## config.mk

```make
export PLATFORM = sky130hd
export DESIGN_NAME = sca_decode
export DESIGN_NICKNAME = d
export VERILOG_FILES = /design/src/rtl/core/sca_pkg.sv /design/src/rtl/core/sca_decode.sv
export SDC_FILE = /design/constraint.sdc
export NUM_CORES = 1
export LEC_CHECK = 0
export BUFFER_PORTS_ARGS = -buffer_cell sky130_fd_sc_hd__clkbuf_2
export CORE_MARGIN = 4
export CORE_UTILIZATION = 44
export DETAILED_ROUTE_END_ITERATION = 8
export PLACE_DENSITY = 0.87
export SYNTH_ARGS = -nofsm -noshare
export SYNTH_HDL_FRONTEND = slang
export SYNTH_SLANG_ARGS = --single-unit
```

## constraint.sdc

```tcl
create_clock -name vclk -period 2.5
set_clock_uncertainty 0.1 [all_clocks]
set_input_delay 0 -clock vclk [all_inputs]
set_output_delay 0 -clock vclk [all_outputs]
set_load 0.005 [all_outputs]
```

## src/rtl/core/sca_pkg.sv

```systemverilog
package sca_pkg;

  localparam logic [16:0] MaxSize = 17'h18000;
  localparam logic [16:0] SmallMax = 17'd2048;

  localparam logic RegHeapBase  = 1'b0;
  localparam logic RegHeapPages = 1'b1;

  typedef enum logic [2:0] {
    STS_OK        = 3'd0,
    STS_TOO_LARGE = 3'd1,
    STS_HEAP_FULL = 3'd2,
    STS_RANGE     = 3'd3,
    STS_MISMATCH  = 3'd4,
    STS_MISALIGN  = 3'd5,
    STS_DOUBLE    = 3'd6
  } sca_status_e;

  typedef enum logic [3:0] {
    ST_CLEAR,
    ST_IDLE,
    ST_CHECK,
    ST_ALLOC,
    ST_RUN,
    ST_POP,
    ST_PCNT_RD,
    ST_PCNT_WR,
    ST_FPAGE,
    ST_FCHK_RD,
    ST_FCHK,
    ST_FGRAN,
    ST_DONE
  } sca_state_e;

  typedef struct packed {
    logic [16:0] size;
    logic [4:0]  cls;
  } sca_dec_req_t;

  typedef struct packed {
    logic [4:0]  pick_cls;
    logic [4:0]  np;
    logic [12:0] egran;
    logic [8:0]  fc;
    logic [11:0] amask;
  } sca_class_info_t;

endpackage

```

## src/rtl/core/sca_decode.sv

```systemverilog
module sca_decode (
  input  sca_pkg::sca_dec_req_t    req_i,
  output sca_pkg::sca_class_info_t info_o
);
  import sca_pkg::*;

  logic [4:0] pick;
  logic [4:0] np;

  always_comb begin
    pick = 5'd7;
    if (req_i.size <= SmallMax) begin
      for (int k = 6; k >= 0; k--) begin
        if ((17'd16 << k) >= req_i.size) begin
          pick = 5'(k);
        end
      end
    end else begin
      pick = 5'(18'd7 + ((18'(req_i.size) + 18'd4095) >> 12));
    end
  end

  always_comb begin
    np = 5'd1;
    info_o.pick_cls = pick;
    if (req_i.cls < 5'd8) begin
      info_o.egran = 13'd1 << req_i.cls[2:0];
      info_o.fc    = 9'(12'd256 >> req_i.cls[2:0]);
      info_o.amask = 12'((13'd16 << req_i.cls[2:0]) - 13'd1);
    end else begin
      np = req_i.cls - 5'd7;
      info_o.egran = 13'(np) << 8;
      info_o.fc    = 9'd1;
      info_o.amask = 12'hFFF;
    end
    info_o.np = np;
  end

endmodule

```

==> summary.md, run 1 <==
| Metric | Value |
|---|---|
| Status | `completed` |
| Kind of critical path | `in -> out` |
| Final critical-path share of the clock period | `86.9%` |
| Vias/cell | `5.39` |
| Layout clock buffers | `0` |
| Detailed Route Iter0 Violations | `16` |
| WL/cell | `around 13 um` |
| Largest net degree at the start of global routing | `15` |
| Post-Syn Instances | `126` |
| CP max stage delay | `0.45 ns` |
| First-pass GRT wire length | `between 3000 and 4000 um` |
| Avg Cell Area, Syn | `6.88 um2` |
| Nets | `204` |
| Std-Cell Rows | `15` |
| Die Ht | `52.4 um` |
| CP cell instances | `clkbuf_2 -> nor4_2 -> nand3_1 -> nand2_1 -> xor2_1 -> ha_1 -> xnor2_1 -> xnor2_1 -> a32oi_1 -> clkbuf_2` |
| Global route overflow | `0` |
| Area share of the largest cell type after synthesis | `between 10% and 20%` |
| Slowest CP cell | `nor4_2` |
| Hold depth | `3` |
| Initial antenna violation count | `0` |
| Synth cell types | `41` |
| Layout cells sized above 1 | `41.9%` |
| CTS Hold Bufs | `0` |
| Diodes inserted | `0` |
| IO Port Bufs | `a little over 60` |
| Worst hold slack | `approximately 0.18 ns` |
| Final-report setup violation count | `0` |
| HPWL Detailed | `2210 um` |
| Post-Syn Area | `867 um2` |
| CP Max Fanout | `7` |
| Worst hold path class | `in -> out` |
| Pwr/cell area | `150 nW/um2` |
| Most common cell in the netlist | `buf_4` |
| Fmax | `460 MHz` |
| Io pins | `66` |
| Synth area leader | `buf_4` |
| Syn. warnings | `0` |
| Post-CTS resize count | `0` |
| Post-route DRC | `0` |
| Gate power share | `100.0%` |
| Slew Limit Headroom | `between 50% and 60%` |
| Required time worst endpoint | `2.40 ns` |
| Leak | `0.000552 uW` |
| Die W | `52.4 um` |
| Clk network pwr share | `0%` |
| Worst VDD drop | `roughly 0.000084 V` |
| Hold Crit Start | `req_i[21]` |
| Global Route Usage Sum | `16.2%` |
| CP arrival | `2.07 ns` |
| Effective utilization at floorplan | `48.1%` |
| Register area | `0 um2` |
| Core area | `roughly 1800 um2` |
| Final Critical Period | `roughly 2.2 ns` |
| DIE AREA | `2740 um2` |
| Final ANT Viol Nets | `0` |
| Sequential fraction of the synthesis area | `0%` |
| Pins Over Slew Limit | `0` |
| Maxcap violations | `0` |
| RSZ-0062 raised after global routing | `no` |
| Vias in the first global route | `901` |
| P_int | `72.7 uW` |
| GP Congestion | `0.829` |
| Sequential power share | `0%` |
| Psw | `90.9 uW` |
| Layout area overhead | `26.0%` |
| TNS Setup | `0 ns` |
| Final Power | `approximately 160 uW` |
| Final Hold Viols | `0` |
| Slew @ Worst Pin | `0.671 ns` |
| Fillers | `186` |
| WL final | `2510 um` |
| Hold Path End | `info_o[43]` |
| Sequential cell count | `0` |
| Switching Share | `55.6%` |
| Pre-antenna DRT Iters | `4` |
| Dominant cells by area after synthesis | `buf_4 14%, ha_1 12%, xnor2_1 7.1%, nand2_1 6.5%, nor2_1 4.3%` |
| Post-CTS setup buffers | `0` |
| Most frequent cells after synthesis | `16 x buf_4, 15 x nand2_1, 10 x nor2_1, 8 x ha_1, 8 x inv_1` |
| Crit start category | `input port` |
| Crit. End Element | `output pin` |
| Detailed-route via count | `1062` |
logic make-up (layout without fill, tap and decap cells):
group / Yosys count / after routing / synth area share (%)
AO/OA/AOI/OAI: 22 / 22 / 20.6
XOR/XNOR: 11 / 11 / 11.1
adder cells (fa/ha/maj): 8 / 8 / 11.5
buffers and inverters: 28 / 71 / 19.0
other: 1 / 4 / 0.432
AND/OR/NAND/NOR: 56 / 56 / 37.2
cells in the final DEF, fill, tap and decap left out, drive strengths merged:
cell / n
xnor2: 7
ha: 8
a211o: 1
o21ai: 5
a21oi: 1
a41oi: 2
nand2: 16
o32ai: 1
a32oi: 1
o41ai: 1
o311ai: 4
nand4b: 1
and4b: 1
nor2b: 1
and2: 3
buf: 1
a21o: 1
nand4: 1
and3: 3
a211oi: 3
inv: 8
or4: 3
xor2: 4
nand3: 6
nor3: 2
conb: 4
clkbuf: 62
nand3b: 2
a31oi: 1
nor4: 4
nor2: 10
or3: 1
or2: 2
a221o: 1
layer usage:
layer,wire length (um),track usage (%),vias up
li1,-,-,526
met1,986,18.7,490
met2,1350,32.6,42
met3,151,0.855,4
met4,22,2.13,0
met5,0,0,-
worst max-delay path by stage:
stage | start | endpoint | slack [ns] | depth (start not counted)
floorplan | req_i[14] | info_o[41] | 0.85 | 8
global placement | req_i[8] | info_o[41] | 0.50 | 10
detailed placement | req_i[8] | info_o[41] | 0.36 | 10
CTS | req_i[8] | info_o[41] | 0.36 | 10
global route | req_i[8] | info_o[41] | 0.16 | 10
finish | req_i[14] | info_o[41] | 0.33 | 10
worst max-delay path: cells and delay by family:
| family | cells | cell delay [ns] |
|---|---|---|
| simple gates | 3 | 1.00 |
| xor+xnor | 3 | 0.44 |
| buf+inv | 2 | 0.26 |
| fa+ha+maj | 1 | 0.21 |
| compound gates | 1 | 0.16 |
area by class of cell:
cell class | count | area (um2) | area share (%)
timing repair buffer | 63 | 318 | 29.1
multi-input combinational | 101 | 713 | 65.3
inverter | 8 | 30.0 | 2.75
tap | 25 | 31.3 | 2.86
power by group through the flow:
stage                     logic (uW)  clock network (uW)  registers (uW)
after global routing             179                   0               0
after detailed placement         163                   0               0
after floorplan                 98.2                   0               0
after CTS                        163                   0               0
final                            164                   0               0
after global placement           156                   0               0
metrics by stage:
stage	std cells	setup WS, ns	cell area [um2]	utilization, %
after detailed placement	197	0.357	1090	60.6
after global placement	197	0.496	1090	60.6
final	197	0.328	1090	60.6
after CTS	197	0.356	1090	60.6
after global routing	197	0.162	1090	60.6
after floorplan	129	0.854	878	-
Note: power is estimated with default switching activity, not from simulation.
==> run 2, diff against run 1 <==
--- a/config.mk
+++ b/config.mk
@@ -10,6 +10,7 @@
 export CORE_UTILIZATION = 44
 export DETAILED_ROUTE_END_ITERATION = 8
 export PLACE_DENSITY = 0.87
+export REMOVE_ABC_BUFFERS = 1
 export SYNTH_ARGS = -nofsm -noshare
 export SYNTH_HDL_FRONTEND = slang
 export SYNTH_SLANG_ARGS = --single-unit
==> constraint.sdc (replaced) <==
create_clock -name vclk -period 2.5
set_clock_uncertainty 0.1 [all_clocks]
set_input_delay 0 -clock vclk [all_inputs]
set_output_delay 0 -clock vclk [all_outputs]
set_load 0.02 [all_outputs]
==> run 2 against run 1 <==
Cell area unchanged. Die area unchanged. First-iteration DRC count rose by 120%. Wire length up 1.2%. Global-route usage rose by 1.5 points. Critical path type unchanged. Largest cell class unchanged.
==> summary.md, run 2 (synthesized netlist as in run 1, its figures left out) <==
| Metric | Value |
|---|---|
| Fmax | `454 MHz` |
| Initial antenna violation count | `0` |
| Largest net degree at the start of global routing | `15` |
| Required time worst endpoint | `between 2 and 2.5 ns` |
| Post-route DRC | `0` |
| Global route overflow | `0` |
| Pre-antenna DRT Iters | `4` |
| Clk network pwr share | `0%` |
| Final-report setup violation count | `0` |
| Pins Over Slew Limit | `0` |
| Vias/cell | `5.64` |
| Kind of critical path | `in -> out` |
| Vias in the first global route | `986` |
| Layout cells sized above 1 | `a little over two fifths` |
| TNS Setup | `0 ns` |
| CTS Hold Bufs | `0` |
| CP Max Fanout | `7` |
| Commonest cells after routing, fill and taps aside | `62 x clkbuf_2, 15 x nand2_1, 10 x nor2_1` |
| HPWL Detailed | `2120 um` |
| Placed cell area | `about 1100 um2` |
| IO Port Bufs | `62` |
| Detailed Route Iter0 Violations | `35` |
| Worst VDD drop | `slightly above 0.0001 V` |
| Gate power share | `100.0%` |
| Status | `completed` |
| Post-CTS resize count | `0` |
| Switching Share | `64.8%` |
| Core area | `1800 um2` |
| Sequential cell count | `0` |
| Leak | `between 0.0005 and 0.0006 uW` |
| DIE AREA | `approximately 2700 um2` |
| First-pass GRT wire length | `4010 um` |
| RSZ-0062 raised after global routing | `no` |
| WL/cell | `12.9 um` |
| Register area | `0 um2` |
| Die Ht | `52.4 um` |
| Slew @ Worst Pin | `0.620 ns` |
| Post-route insts no fill | `roughly 200` |
| Final Critical Period | `between 2 and 2.5 ns` |
| Maxcap violations | `0` |
| Diodes inserted | `0` |
| Crit. End Element | `output pin` |
| Global Route Usage Sum | `17.8%` |
| Placed insts | `197` |
| CP arrival | `2.10 ns` |
| Die W | `roughly 52 um` |
| Fillers | `164` |
| Final Power | `206 uW` |
| Commonest non-fill, non-tap cell in the layout | `clkbuf_2` |
| Layout area overhead | `26.0%` |
| Worst hold slack | `0.218 ns` |
| Final ANT Viol Nets | `0` |
| Pwr/cell area | `approximately 190 nW/um2` |
| Multi-input gate area | `a little over 700 um2` |
| Detailed-route via count | `1112` |
| Psw | `134 uW` |
| Effective utilization at floorplan | `48.1%` |
| Final Hold Viols | `0` |
| Std-Cell Rows | `15` |
| Io pins | `66` |
| Final critical-path share of the clock period | `88.0%` |
| Design area | `1090 um2` |
| Crit start category | `input port` |
| Post-CTS setup buffers | `0` |
| Sequential power share | `0%` |
| Nets | `204` |
| WL final | `approximately 2500 um` |
| Slew Limit Headroom | `approximately three fifths` |
| P_int | `approximately 73 uW` |
| Worst hold path class | `in -> out` |
| Layout clock buffers | `0` |
| GP Congestion | `0.809` |
## run 2: cell counts in the layout (fill, tap and decap cells not counted)
Identical to the previous run, type by type.
## run 2: area by class of cell
cell class	count	share of cell area [%]
multi-input cells	101	65.3
repair buffers	63	29.1
well taps	25	2.86
inverters	8	2.75
## run 2: power groups by stage
stage / clock, uW / combinational [uW] / sequential [uW]
6_report: 0 / 206 / 0
5_1_grt: 0 / 224 / 0
4_1_cts: 0 / 206 / 0
3_5_place_dp: 0 / 205 / 0
3_3_place_gp: 0 / 200 / 0
2_1_floorplan: 0 / 123 / 0
## run 2: worst paths after layout
kind | slack (ns) | start | depth (start not counted) | to
setup / recovery | 0.30 | req_i[14] | 10 | info_o[41]
hold / removal | 0.22 | req_i[21] | 3 | info_o[43]
## run 2: worst max-delay path: stages
cell	delay, ns
clkbuf_2	0.12
nor4_2	0.49
nand3_1	0.33
nand2_1	0.21
xor2_1	0.17
ha_1	0.20
xnor2_1	0.14
xnor2_1	0.09
a32oi_1	0.16
clkbuf_2	0.20
## run 2: metal layers
metal	wire [um]	vias to the layer above	global-route usage (%)	share of wire [%]
met5	0	-	0	0
met4	0	0	0	0
met3	296	0	1.71	12
met2	1220	78	37.2	48
met1	1020	504	19.7	40
li1	-	530	-	-
## run 2: per-stage QoR
stage	utilization (%)	setup WS, ns
after floorplan	-	0.625
after global placement	60.6	0.447
after detailed placement	60.6	0.330
after CTS	60.6	0.330
after global routing	60.6	0.0849
final	60.6	0.299
==> run 3, diff against run 2 <==
--- a/config.mk
+++ b/config.mk
@@ -6,11 +6,12 @@
 export NUM_CORES = 1
 export LEC_CHECK = 0
 export BUFFER_PORTS_ARGS = -buffer_cell sky130_fd_sc_hd__clkbuf_2
+export CORE_ASPECT_RATIO = 0.9
 export CORE_MARGIN = 4
 export CORE_UTILIZATION = 44
 export DETAILED_ROUTE_END_ITERATION = 8
 export PLACE_DENSITY = 0.87
-export REMOVE_ABC_BUFFERS = 1
+export RECOVER_POWER = 25
 export SYNTH_ARGS = -nofsm -noshare
 export SYNTH_HDL_FRONTEND = slang
 export SYNTH_SLANG_ARGS = --single-unit
==> run 3 against run 2 <==
Power decreased by 2.0%. Wire length decreased by 8.6%. Count of clock-buffer cells in the layout stayed put. Worst setup slack better by 0.054 ns. Global-route usage shrank 1.4 points. Sequential share of layout area is the same. Die area about the same. Cell area decreased by 0.80%. Critical path type unchanged. Largest cell class unchanged.
==> summary.md, run 3 (synthesized netlist as in run 1, its figures left out) <==
| Metric | Value |
|---|---|
| Slew @ Worst Pin | `0.600 ns` |
| Sequential cell count | `0` |
| TNS Setup | `0 ns` |
| DIE AREA | `2750 um2` |
| Fmax | `466 MHz` |
| Post-CTS setup buffers | `0` |
| RSZ-0062 raised after global routing | `no` |
| Kind of critical path | `in -> out` |
| Pre-CTS setup slack | `0.349 ns` |
| GP Congestion | `~0.76` |
| Top delay family on crit path | `simple AND/OR/NAND/NOR gates` |
| Die W | `54.8 um` |
| Final Power | `slightly above 200 uW` |
| Global route overflow | `0` |
| Slew Limit Headroom | `59.7%` |
| Std-Cell Rows | `14` |
| Layout cells sized above 1 | `36.4%` |
| Die Ht | `50.1 um` |
| CP max stage delay | `around 0.44 ns` |
| Setup ws final | `0.353 ns` |
| Final ANT Viol Nets | `0` |
| Final Critical Period | `2.15 ns` |
| Vias/cell | `5.31` |
| WL/cell | `11.8 um` |
| Final-report setup violation count | `0` |
| Detailed Route Iter0 Violations | `14` |
| WL final | `2320 um` |
| Final Hold Viols | `0` |
| Layout area overhead | `25.0%` |
| Pre-antenna DRT Iters | `4` |
| Status | `completed` |
| CP cell instances | `clkbuf_2 -> nor4_2 -> nand3_1 -> nand2_1 -> xor2_1 -> ha_1 -> xnor2_1 -> xnor2_1 -> a32oi_1 -> clkbuf_2` |
| Worst hold path class | `in -> out` |
| Crit path buf inv count | `2` |
| Crit start category | `input port` |
| Post-CTS resize count | `0` |
| Final critical-path share of the clock period | `85.9%` |
| Layout clock buffers | `0` |
| Diodes inserted | `0` |
| Io pins | `66` |
| Commonest cells after routing, fill and taps aside | `53 x clkbuf_2, 15 x nand2_1, 10 x nor2_1, 10 x clkbuf_1` |
| Detailed-route via count | `roughly 1000` |
| Placed insts | `197` |
| Post-route insts no fill | `197` |
| Crit. End Element | `output pin` |
| Pins Over Slew Limit | `0` |
| Required time worst endpoint | `2.40 ns` |
| HPWL Detailed | `2020 um` |
| Nets | `205` |
| IO Port Bufs | `62` |
| CP arrival | `2.05 ns` |
| Register area | `0 um2` |
| Vias in the first global route | `~910` |
| Commonest non-fill, non-tap cell in the layout | `clkbuf_2` |
| Post-route DRC | `0` |
| Initial antenna violation count | `0` |
| Largest net degree at the start of global routing | `15` |
| Pwr/cell area | `approximately 190 nW/um2` |
| CP Max Fanout | `7` |
| Fillers | `173` |
| Worst VDD drop | `roughly 0.00013 V` |
| Effective utilization at floorplan | `49.0%` |
| Leak | `0.000526 uW` |
| Core area | `1770 um2` |
| Slowest CP cell | `nor4_2` |
| Global Route Usage Sum | `around 16%` |
| CTS Hold Bufs | `0` |
| Maxcap violations | `0` |
| First-pass GRT wire length | `3680 um` |
-- run 3: area by class of cell --
class / instances / area (um2) / share of cell area, %
multi-input cells: 101 / 713 / 65.8
repair buffers: 64 / 310 / 28.6
inverters: 8 / 30.0 / 2.77
well taps: 24 / 30.0 / 2.77
-- run 3: worst paths after layout --
check / slack (ns) / cells past startpoint / startpoint / endpoint
worst min-delay path: 0.22 / 3 / req_i[21] / info_o[43]
worst max-delay path: 0.35 / 10 / req_i[8] / info_o[41]
-- run 3: per-layer routing --
layer  part of all wire, %  vias up  GRT usage, %
met2                    52       48          33.7
met3                    10        4         0.301
met5                     0        -             0
met4                   1.2        0          1.24
met1                    37      464          18.1
li1                      -      530             -
-- run 3: where the power goes --
group          switching (uW)  internal, uW  leakage (uW)
clock                       0             0             0
sequential                  0             0             0
combinational             131          70.8      0.000526
-- run 3: through the flow --
stage	cell area, um2	util, %	hold slack, ns
6_report	1080	61.2	0.224
5_1_grt	1080	61.2	0.249
4_1_cts	1100	62.1	0.227
3_5_place_dp	1100	62.1	0.222
3_3_place_gp	1100	62.1	0.217
2_1_floorplan	878	-	-0.0202
